**src/hw/rtl/pal_queue.sv**
```systemverilog
// Two-entry command queue between front end and back end.
`timescale 1ns / 1ps

module pal_queue #(
    parameter int DATA_W = 8
) (
    input  logic              aclk,
    input  logic              aresetn,
    input  logic              push,
    input  logic [DATA_W-1:0] push_data,
    output logic              full,
    input  logic              pop,
    output logic              head_valid,
    output logic [DATA_W-1:0] head_data
);

    logic [DATA_W-1:0] slot_reg [2];
    logic              wr_ptr_reg;
    logic              wr_ptr_next;
    logic              rd_ptr_reg;
    logic              rd_ptr_next;
    logic [1:0]        fill_reg;
    logic [1:0]        fill_next;
    logic              do_push;
    logic              do_pop;

    assign full       = fill_reg == 2'd2;
    assign head_valid = fill_reg != 2'd0;
    assign head_data  = slot_reg[rd_ptr_reg];
    assign do_push    = push && !full;
    assign do_pop     = pop && head_valid;

    always_comb begin
        wr_ptr_next = do_push ? !wr_ptr_reg : wr_ptr_reg;
        rd_ptr_next = do_pop ? !rd_ptr_reg : rd_ptr_reg;
        fill_next   = fill_reg + {1'b0, do_push} - {1'b0, do_pop};
    end

    always_ff @(posedge aclk) begin
        if (do_push) begin
            slot_reg[wr_ptr_reg] <= push_data;
        end
    end

    always_ff @(posedge aclk) begin
        if (!aresetn) begin
            wr_ptr_reg <= 1'b0;
            rd_ptr_reg <= 1'b0;
            fill_reg   <= 2'd0;
        end else begin
            wr_ptr_reg <= wr_ptr_next;
            rd_ptr_reg <= rd_ptr_next;
            fill_reg   <= fill_next;
        end
    end

endmodule

```
**config.mk**
```make
export PLATFORM = sky130hd
export DESIGN_NAME = pal_queue
export DESIGN_NICKNAME = d
export VERILOG_FILES = /design/src/hw/rtl/pal_queue.sv
export SDC_FILE = /design/constraint.sdc
export NUM_CORES = 1
export LEC_CHECK = 0
export BUFFER_PORTS_ARGS = -buffer_cell sky130_fd_sc_hd__buf_4
export CELL_PAD_IN_SITES_DETAIL_PLACEMENT = 1
export CELL_PAD_IN_SITES_GLOBAL_PLACEMENT = 2
export CORE_MARGIN = 2
export CORE_UTILIZATION = 36
export DETAILED_ROUTE_END_ITERATION = 6
export PLACE_DENSITY = 0.88
export SLEW_MARGIN = 20
export SYNTH_ARGS = -nofsm -noshare
export SYNTH_HDL_FRONTEND = slang
export SYNTH_SLANG_ARGS = --single-unit
```
**constraint.sdc**
```tcl
create_clock -name aclk -period 4 [get_ports aclk]
set_input_delay 0.2 -clock aclk [delete_from_list [all_inputs] [get_ports aclk]]
set_output_delay 0.2 -clock aclk [all_outputs]
set_load 0.005 [all_outputs]
```
==> flow_metrics.env <==
export IMPL_post_route_period_util=0.414
export IMPL_cts_path_max_buffers=2
export IMPL_critPathSlowestCell="dfxtp_1"
export IMPL_grt_pass1_wl_um=2200
export IMPL_fin_total_pwr_w=0.000582
export IMPL_rsz0062_at_grt="false"
export IMPL_drc_errors=0
export IMPL_fin_util=0.472
export IMPL_dieHeight_um=51.5
export IMPL_syn_nets=65
export IMPL_p_per_area_nw_per_um2=568
export IMPL_fp_coreArea_sq_um=2170
export IMPL_ys_seq_elements=21
export IMPL_path_max_fanout=4
export IMPL_cts_tree="done"
export IMPL_synth_area_per_cell_sq_um=15.9
export IMPL_cp_cell_sequence="nand2b_1, nand2_1, ha_1, inv_1, ha_1, xor2_1, xnor2_1, nor2_1"
export IMPL_num_rows=17
export IMPL_worst_path_most_repeated_cell="ha_1"
export IMPL_critPathCaptureType="flip-flop"
export IMPL_critical_path_max_stage_delay_ns=0.38
export IMPL_io_pins=22
export IMPL_grt_total_usage=0.120
export IMPL_netlist_area_sq_um=811
export IMPL_setup_viol=0
export IMPL_holdBufCountCts=0
export IMPL_max_freq_mhz=603
export IMPL_hold_path_class="in -> reg"
export IMPL_fin_crit_ns=1.66
export IMPL_syn_inst=51
export IMPL_antenna_found_initial=0
export IMPL_final_max_slew_viol_count=0
export IMPL_grt_max_degree=12
export IMPL_finClkSkew_ns=0.0136
export IMPL_synth_simple_area_share=0.0664
export IMPL_grt_pass1_vias=473
export IMPL_via_per_inst=4.54
export IMPL_ys_seq_area_frac=0.716
export IMPL_hold_start="push_data[0]"
export IMPL_post_cts_buffers=0
export IMPL_dp_hpwl_um=987
export IMPL_r2r_slack_ns=2.34
export IMPL_cts_root_buf="clkbuf_4"
export IMPL_vias=468
export IMPL_tns_ns=0
export IMPL_routed_wirelength_um=1350
export IMPL_r2r_start="fill_reg[0]$_SDFF_PN0_"
export IMPL_largest_register_ffs=16
export IMPL_num_antenna_cells=0
export IMPL_synth_cell_types=16
export IMPL_startpoint_type="flip-flop"
export IMPL_required_ns=4.20
export IMPL_worstSetupPathType="reg -> reg"
export IMPL_drtAntennaViolNets=0
export IMPL_cap_violations=0
export IMPL_routedWlPerCell_um=13.1
export IMPL_worst_slew_pin_slew_ns=0.675
export IMPL_slew_headroom=0.548
export IMPL_drive_above_1_share=0.453
export IMPL_synth_xor_area_frac=0.0324
export IMPL_drt_pre_antenna_iters=4
export IMPL_numPortBuffers=21
export IMPL_synth_mux_area_frac=0.123
export IMPL_hold_path_endpoint="slot_reg[1][0]$_DFFE_PP_"
export IMPL_reg2reg_depth=8
export IMPL_gp_congestion=0.626
export IMPL_drtIter0Drc=6
export IMPL_finalHoldViolations=0
export IMPL_synthAdderAreaFrac=0.0309
export IMPL_ctsResizeCount=0
export IMPL_synth_compound_area_frac=0.0108
export IMPL_nets=90
export IMPL_area_growth_pct=26.4
export IMPL_cts_buffers=3
export IMPL_status="complete, no violations"
export IMPL_critPathArrivalTime_ns=1.85
export IMPL_clkTransAtPathRegs_ns=0.12
export IMPL_min_path_cells=1
export IMPL_overflow=0
export IMPL_r2r_end="fill_reg[1]$_SDFF_PN0_"
export IMPL_die_x_um=51.5
export IMPL_clk_latency_ns=0.30
export IMPL_h_tree_depth=1
export IMPL_synth_top_family_by_area="multiplexers"
export IMPL_power_leakage_nw=0.424
export IMPL_peakVddDrop_uv=291
export IMPL_design_die_area_sq_um=2650
export IMPL_initial_core_util=0.374
export IMPL_synth_warnings=0
export IMPL_cts_sinks=21
[worst max-delay path: cells and delay by family, from the launching register on]
| family | cells | cell delay, ns |
|---|---|---|
| xor+xnor | 2 | 0.33 |
| fa+ha+maj | 2 | 0.45 |
| buf+inv | 1 | 0.06 |
| flops | 1 | 0.38 |
| simple gates | 3 | 0.33 |
[routing by layer]
layer	vias up	wire length, um	GRT usage
li1	227	-	-
met1	216	580	0.150
met2	19	631	0.169
met3	6	91	0.0322
met4	0	45	0.101
met5	-	0	0
[layout make-up]
| cell class | count | area (sq um) |
|---|---|---|
| repair buffers | 21 | 158 |
| well taps | 28 | 35.0 |
| flip-flops and latches | 21 | 581 |
| inverters | 3 | 11.3 |
| clock buffers | 4 | 26.3 |
| multi-input cells | 26 | 214 |
| fillers | 233 | 1140 |
[cell usage after synthesis]
cell,n,area [sq um]
xor2_1,1,8.76
dfxtp_1,5,100
edfxtp_1,16,480
and2_1,1,6.26
or2_2,1,6.26
ha_1,2,25.0
nor2_1,4,15.0
mux2i_1,1,10.0
inv_1,3,11.3
xnor2_1,2,17.5
nand2b_1,2,12.5
buf_2,1,5.00
o21a_2,1,8.76
nand2_1,2,7.51
mux2_2,8,90.1
and3_1,1,6.26
[kinds of logic (layout without fill, tap and decap cells)]
| group | after synthesis | count (layout) |
|---|---|---|
| fa+ha+maj | 2 | 2 |
| simple gates | 11 | 11 |
| mux | 9 | 9 |
| flops | 21 | 21 |
| buf+inv | 4 | 28 |
| compound gates | 1 | 1 |
| xor+xnor | 3 | 3 |
[worst max path at each step]
stage	to	startpoint	cells past startpoint	slack, ns
3_3_place_gp	slot_reg[0][6]$_DFFE_PP_	fill_reg[0]$_SDFF_PN0_	3	2.45
4_1_cts	fill_reg[1]$_SDFF_PN0_	fill_reg[0]$_SDFF_PN0_	8	2.33
2_1_floorplan	fill_reg[1]$_SDFF_PN0_	fill_reg[0]$_SDFF_PN0_	8	2.53
3_5_place_dp	fill_reg[1]$_SDFF_PN0_	fill_reg[0]$_SDFF_PN0_	8	2.35
6_report	fill_reg[1]$_SDFF_PN0_	fill_reg[0]$_SDFF_PN0_	8	2.34
5_1_grt	fill_reg[1]$_SDFF_PN0_	fill_reg[0]$_SDFF_PN0_	8	2.19
[metrics by stage]
stage | setup WS (ns) | hold WS [ns] | cells | instance area [sq um]
4_1_cts | 2.33 | 0.0692 | 103 | 1020
3_3_place_gp | 2.45 | 0.386 | 99 | 998
3_5_place_dp | 2.35 | 0.390 | 99 | 998
5_1_grt | 2.19 | 0.0575 | 103 | 1020
2_1_floorplan | 2.53 | 0.299 | 51 | 811
6_report | 2.34 | 0.0740 | 103 | 1020
[report_power, final]
group	internal [W]	switching, W	total, W
clock	0.0000388	0.0000610	0.0000998
sequential	0.000278	0.0000258	0.000304
combinational	0.000108	0.0000704	0.000178
[cell usage in the layout, fill, tap and decap left out, drive strengths merged]
| cell | n |
|---|---|
| nand2b | 2 |
| mux2 | 8 |
| and2 | 1 |
| xor2 | 1 |
| nor2 | 4 |
| xnor2 | 2 |
| inv | 3 |
| nand2 | 2 |
| or2 | 1 |
| and3 | 1 |
| edfxtp | 16 |
| mux2i | 1 |
| dfxtp | 5 |
| clkbuf | 4 |
| buf | 21 |
| ha | 2 |
| o21a | 1 |
(Power assumes the default switching activity.)
