**config.mk**
```make
export PLATFORM = sky130hd
export DESIGN_NAME = pal_front
export DESIGN_NICKNAME = d
export VERILOG_FILES = /design/src/hw/rtl/pal_pkg.sv /design/src/hw/rtl/pal_front.sv
export SDC_FILE = /design/constraint.sdc
export NUM_CORES = 1
export LEC_CHECK = 0
export ABC_AREA = 1
export BUFFER_PORTS_ARGS = -buffer_cell sky130_fd_sc_hd__buf_2
export CAP_MARGIN = 5
export CORE_UTILIZATION = 49
export CTS_CLUSTER_SIZE = 40
export DETAILED_ROUTE_END_ITERATION = 8
export PLACE_DENSITY = 0.95
export SYNTH_ARGS = -nofsm -noshare
export SYNTH_HDL_FRONTEND = slang
export SYNTH_SLANG_ARGS = --single-unit
```
**constraint.sdc**
```tcl
create_clock -name aclk -period 6.8 [get_ports aclk]
set_clock_uncertainty 0.1 [all_clocks]
set_input_delay 0.68 -clock aclk [delete_from_list [all_inputs] [get_ports aclk]]
set_output_delay 0.68 -clock aclk [all_outputs]
set_load 0.02 [all_outputs]
```
**src/hw/rtl/pal_pkg.sv**
```systemverilog
// Shared types, codes and widths for the positional array list unit.
`timescale 1ns / 1ps

package pal_pkg;

    localparam int DEF_LIST_DEPTH = 128;
    localparam int REQ_W          = 2;
    localparam int POS_W          = 7;
    localparam int VAL_W          = 32;
    localparam int MOV_W          = 7;
    localparam int LEN_W          = 8;

    typedef enum logic [1:0] {
        REQ_INSERT = 2'd0,
        REQ_DELETE = 2'd1,
        REQ_READ   = 2'd2
    } pal_req_t;

    typedef enum logic [1:0] {
        ST_DONE  = 2'd0,
        ST_FULL  = 2'd1,
        ST_RANGE = 2'd2
    } pal_status_t;

    typedef enum logic [1:0] {
        OP_NONE,
        OP_INSERT,
        OP_DELETE,
        OP_READ
    } pal_op_t;

    typedef struct packed {
        pal_op_t     op;
        pal_status_t status;
    } pal_ctl_t;

    typedef enum logic [2:0] {
        S_IDLE,
        S_FETCH,
        S_MOVE_RD,
        S_MOVE_WR,
        S_PUT,
        S_DONE
    } pal_state_t;

    function automatic int pal_cmd_w(input int depth);
        return $bits(pal_ctl_t) + 2 * $clog2(depth) + LEN_W + VAL_W;
    endfunction

endpackage

```
**src/hw/rtl/pal_front.sv**
```systemverilog
// Request front end: accepts words, checks them against the length and queues commands.
`timescale 1ns / 1ps

module pal_front import pal_pkg::*; #(
    parameter int LIST_DEPTH = DEF_LIST_DEPTH
) (
    input  logic                                 aclk,
    input  logic                                 aresetn,
    input  logic                                 s_valid,
    output logic                                 s_ready,
    input  logic [REQ_W-1:0]                     s_req_type,
    input  logic [POS_W-1:0]                     s_position,
    input  logic signed [VAL_W-1:0]              s_value,
    input  logic                                 q_full,
    output logic                                 q_push,
    output logic [pal_cmd_w(LIST_DEPTH)-1:0]     q_data
);

    localparam int IW = $clog2(LIST_DEPTH);
    localparam int CW = $clog2(LIST_DEPTH + 1);
    localparam int XW = (CW > POS_W) ? CW : POS_W;

    logic [CW-1:0] count_reg;
    logic [CW-1:0] count_next;
    logic [CW-1:0] new_cnt;
    logic [XW-1:0] pos_x;
    logic [XW-1:0] cnt_x;
    logic [XW-1:0] moves_x;
    pal_ctl_t      ctl;

    assign s_ready = !q_full;
    assign q_push  = s_valid && s_ready;
    assign pos_x   = XW'(s_position);
    assign cnt_x   = XW'(count_reg);

    always_comb begin
        ctl.op     = OP_NONE;
        ctl.status = ST_DONE;
        moves_x    = '0;
        new_cnt    = count_reg;
        case (s_req_type)
            REQ_INSERT: begin
                if (cnt_x == XW'(LIST_DEPTH)) begin
                    ctl.status = ST_FULL;
                end else if (pos_x > cnt_x) begin
                    ctl.status = ST_RANGE;
                end else begin
                    ctl.op  = OP_INSERT;
                    moves_x = cnt_x - pos_x;
                    new_cnt = count_reg + CW'(1);
                end
            end
            REQ_DELETE: begin
                if (pos_x >= cnt_x) begin
                    ctl.status = ST_RANGE;
                end else begin
                    ctl.op  = OP_DELETE;
                    moves_x = cnt_x - pos_x - XW'(1);
                    new_cnt = count_reg - CW'(1);
                end
            end
            REQ_READ: begin
                if (pos_x >= cnt_x) begin
                    ctl.status = ST_RANGE;
                end else begin
                    ctl.op = OP_READ;
                end
            end
            default: begin
            end
        endcase
        count_next = q_push ? new_cnt : count_reg;
    end

    assign q_data = {ctl, IW'(pos_x), IW'(moves_x), LEN_W'(new_cnt), s_value};

    always_ff @(posedge aclk) begin
        if (!aresetn) begin
            count_reg <= '0;
        end else begin
            count_reg <= count_next;
        end
    end

    a_count_bound: assert property (@(posedge aclk) disable iff (!aresetn)
        count_reg <= CW'(LIST_DEPTH))
        else $error("list length beyond depth");

endmodule

```
==> results.py <==
metrics = {
    "clock_tree": {
        "cts_buffers": 3,
        "cts-resized-gates": 0,
        "cts_setup_buffers": 0,
        "ctsHtreeMaxLevel": 1,
        "max-clock-path-buffers": 2,
        "cts_tree": "done",
        "clk_pin_slew_ps": 40,
        "holdBufCountCts": 0,
        "clk_latency_ps": 230,
        "cts_sinks": 8,
        "cts-root-buf": "clkbuf_8",
    },
    "routing": {
        "first_pass_iters": 4,
        "wl_per_cell_um": 12.34,
        "drtIter0Drc": 64,
        "wl_um": 4234,
        "vias": 1824,
        "via_per_inst": 5.318,
        "antenna_left": 0,
        "drc": 0,
    },
    "floorplanning": {
        "io_pins": 105,
        "core_area_um2": 3689,
        "die_w_um": 64.08,
        "die_area_um2": 4106,
        "die_h_um": 64.08,
        "initial_utilization_pct": 51.19,
        "fp-row-count": 22,
    },
    "worst_setup_path": {
        "cp_slowest_cell": "dfxtp_1",
        "cp.arrival_ps": 2610,
        "cp_top_family": "simple AND/OR/NAND/NOR gates",
        "critPathMaxFanout": 11,
        "crit_chain": "inv_1 -> ha_1 -> inv_1 -> nor2_1 -> a22oi_4 -> nand2_4 -> nand2_2 -> nand2_1 -> nand2_1 -> nand2_1 -> nand2_1 -> inv_1 -> buf_2",
        "crit_buf_inv": 4,
        "critical_path_required_ps": 6020,
        "critPathMostFrequentCell": "nand2_1",
        "worstSetupPathType": "reg2out",
        "crit_cells": 13,
        "reg2reg_depth": 12,
        "slowest_delay_ps": 450,
        "end_kind": "output port",
        "start_kind": "register",
    },
    "sta": {
        "worst_pin_slew_ps": 642.4,
        "hold_violations": 0,
        "fin_crit_ps": 3394,
        "fin_crit_sh_pct": 49.91,
        "fin_setup_tns_ps": 0,
        "relSlewSlack_pct": 57.02,
        "setup_violations": 0,
        "fmax_mhz": 294.6,
        "rsz0062_at_grt": "no",
        "slew_viol_final": 0,
    },
    "hold_path": {
        "hold_depth": 2,
        "hold_path.class": "reg2reg",
    },
    "synth": {
        "synth-warning-count": 0,
        "synth_edf_count": 0,
        "synth_adder_area_share_pct": 12.33,
        "yosysSeqAreaShare_pct": 8.482,
        "avgSynthCellArea_um2": 6.336,
        "synth-seq-cells": 8,
        "synth_fp_nets": 361,
        "ys_async_sr_fraction_pct": 0,
        "synth-main-ff-cell": "dfxtp_1",
        "synth-xor-area-share_pct": 8.350,
        "synth_top_family_by_area": "simple AND/OR/NAND/NOR gates",
        "muxShareOfSynthArea_pct": 0,
        "synth_compound_area_share_pct": 8.814,
        "synthSimpleGateAreaFrac_pct": 36.58,
        "ys_types": 35,
        "syn_area_um2": 1888,
        "syn_inst": 298,
    },
    "global_routing": {
        "antenna_found_initial": 0,
        "grt-ovfl-total": 0,
        "grtUsageTotal_pct": 20.70,
        "grt_pass1_vias": 1650,
        "grt_pass1_wl_um": 6844,
        "grt_max_degree": 13,
    },
    "place": {
        "dpl_cell_area_um2": 1813,
        "numPortBuffers": 40,
        "gp_congestion": 0.9273,
        "hpwl_um": 3447,
    },
    "cells_and_area": {
        "largest_register_ffs": 8,
        "n_antenna_cell": 0,
        "design_area_um2": 1854,
        "drive_gt1_share_pct": 21.36,
        "layout.nets": 360,
        "final_common_cell": "nand2_1",
        "area_growth_pct": -1.789,
        "final_cell_mix": "59 x nand2_1, 40 x buf_2, 34 x inv_1, 33 x nand3_1, 28 x nor2_1",
    },
    "power": {
        "p_leak_uw": 0.001063,
        "combPwrFrac_pct": 61.1,
        "pwr-share-seq_pct": 19.4,
        "p_sw_uw": 148.0,
        "intPower_uw": 153.5,
        "totalPowerFinal_uw": 301.5,
        "ir_drop_mv": 0.1341,
        "pwr-share-clk_pct": 19.5,
        "power_switching_share_pct": 49.08,
        "power_density_nw_per_um2": 162.6,
    },
    "outcome": {
        "outcome": "finished clean",
    },
    "job": {
        "maxCapViolCount": 0,
    },
}
## cell type report
class / count / area [um2]
well taps: 48 / 60.06
multi-input cells: 206 / 1247
repair buffers: 40 / 200.2
flip-flops and latches: 8 / 160.2
fillers: 404 / 1834
clock buffers: 3 / 41.29
inverters: 38 / 145.1
## per-layer routing
| metal | up-vias | global-route usage (%) | routed length, um |
|---|---|---|---|
| met5 | - | 0 | 0 |
| met1 | 826 | 25.45 | 1876 |
| met4 | 0 | 9.091 | 74 |
| met3 | 11 | 1.429 | 294 |
| met2 | 75 | 36.57 | 1990 |
| li1 | 912 | - | - |
## synth_stat cells (all sizes together) (2+ instances only)
library cell,count,share of area (%)
nand2,65,14
buf,44,17
nand3,39,12
inv,37,7.5
nor2,28,5.6
ha,17,11
xor2,13,6.0
o21ai,10,2.7
dfxtp,8,8.5
nand4,8,2.7
a21oi,6,1.8
xnor2,5,2.3
o22ai,4,1.3
clkbuf,2,0.46
nor3,2,1.1
or2,2,0.66
## metrics by stage
| stage | hold WS (ps) | setup slack [ps] | cells | utilization, % |
|---|---|---|---|---|
| 2_1_floorplan | 487.8 | 3688 | 298 | - |
| 3_3_place_gp | 528.9 | 3520 | 340 | 49.15 |
| 3_5_place_dp | 545.1 | 3444 | 340 | 49.15 |
| 4_1_cts | 550.7 | 3399 | 343 | 50.27 |
| 5_1_grt | 600.7 | 3161 | 343 | 50.27 |
| 6_report | 546.7 | 3406 | 343 | 50.27 |
## logic make-up (layout without fill, tap and decap cells)
group           count (synthesis)  count (layout)
xor+xnor                       18              18
simple gates                  144             144
fa+ha+maj                      18              18
flops                           8               8
compound gates                 26              26
buf+inv                        84              81
## power groups by stage
stage               logic [uW]  clock network, uW  registers (uW)
floorplan                  177                  0            53.5
global placement           179                  0            58.7
detailed placement         183                  0            58.9
CTS                        184               60.7            58.2
global route               204               61.7            59.1
finish                     184               58.7            58.4
## worst register-to-register path, stage by stage, from the launching register on
cell     delay (ps)
dfxtp_1         450
inv_1           150
ha_1            290
inv_1           150
nor2_1           90
a22oi_4         250
nand2_4         100
nand2_2         170
nand2_1         240
nand2_1         130
nand2_1          50
nand2_1         100
a21oi_2          50
## path summary, 6_finish.rpt
check	start	endpoint	slack [ps]
max reg2reg	cnt_x[6]	cnt_x[0]	4340
max	cnt_x[6]	q_data[32]	3410
min reg2reg	cnt_x[6]	cnt_x[6]	550
min	cnt_x[6]	cnt_x[6]	550
Power figures use the tool's default switching activity.
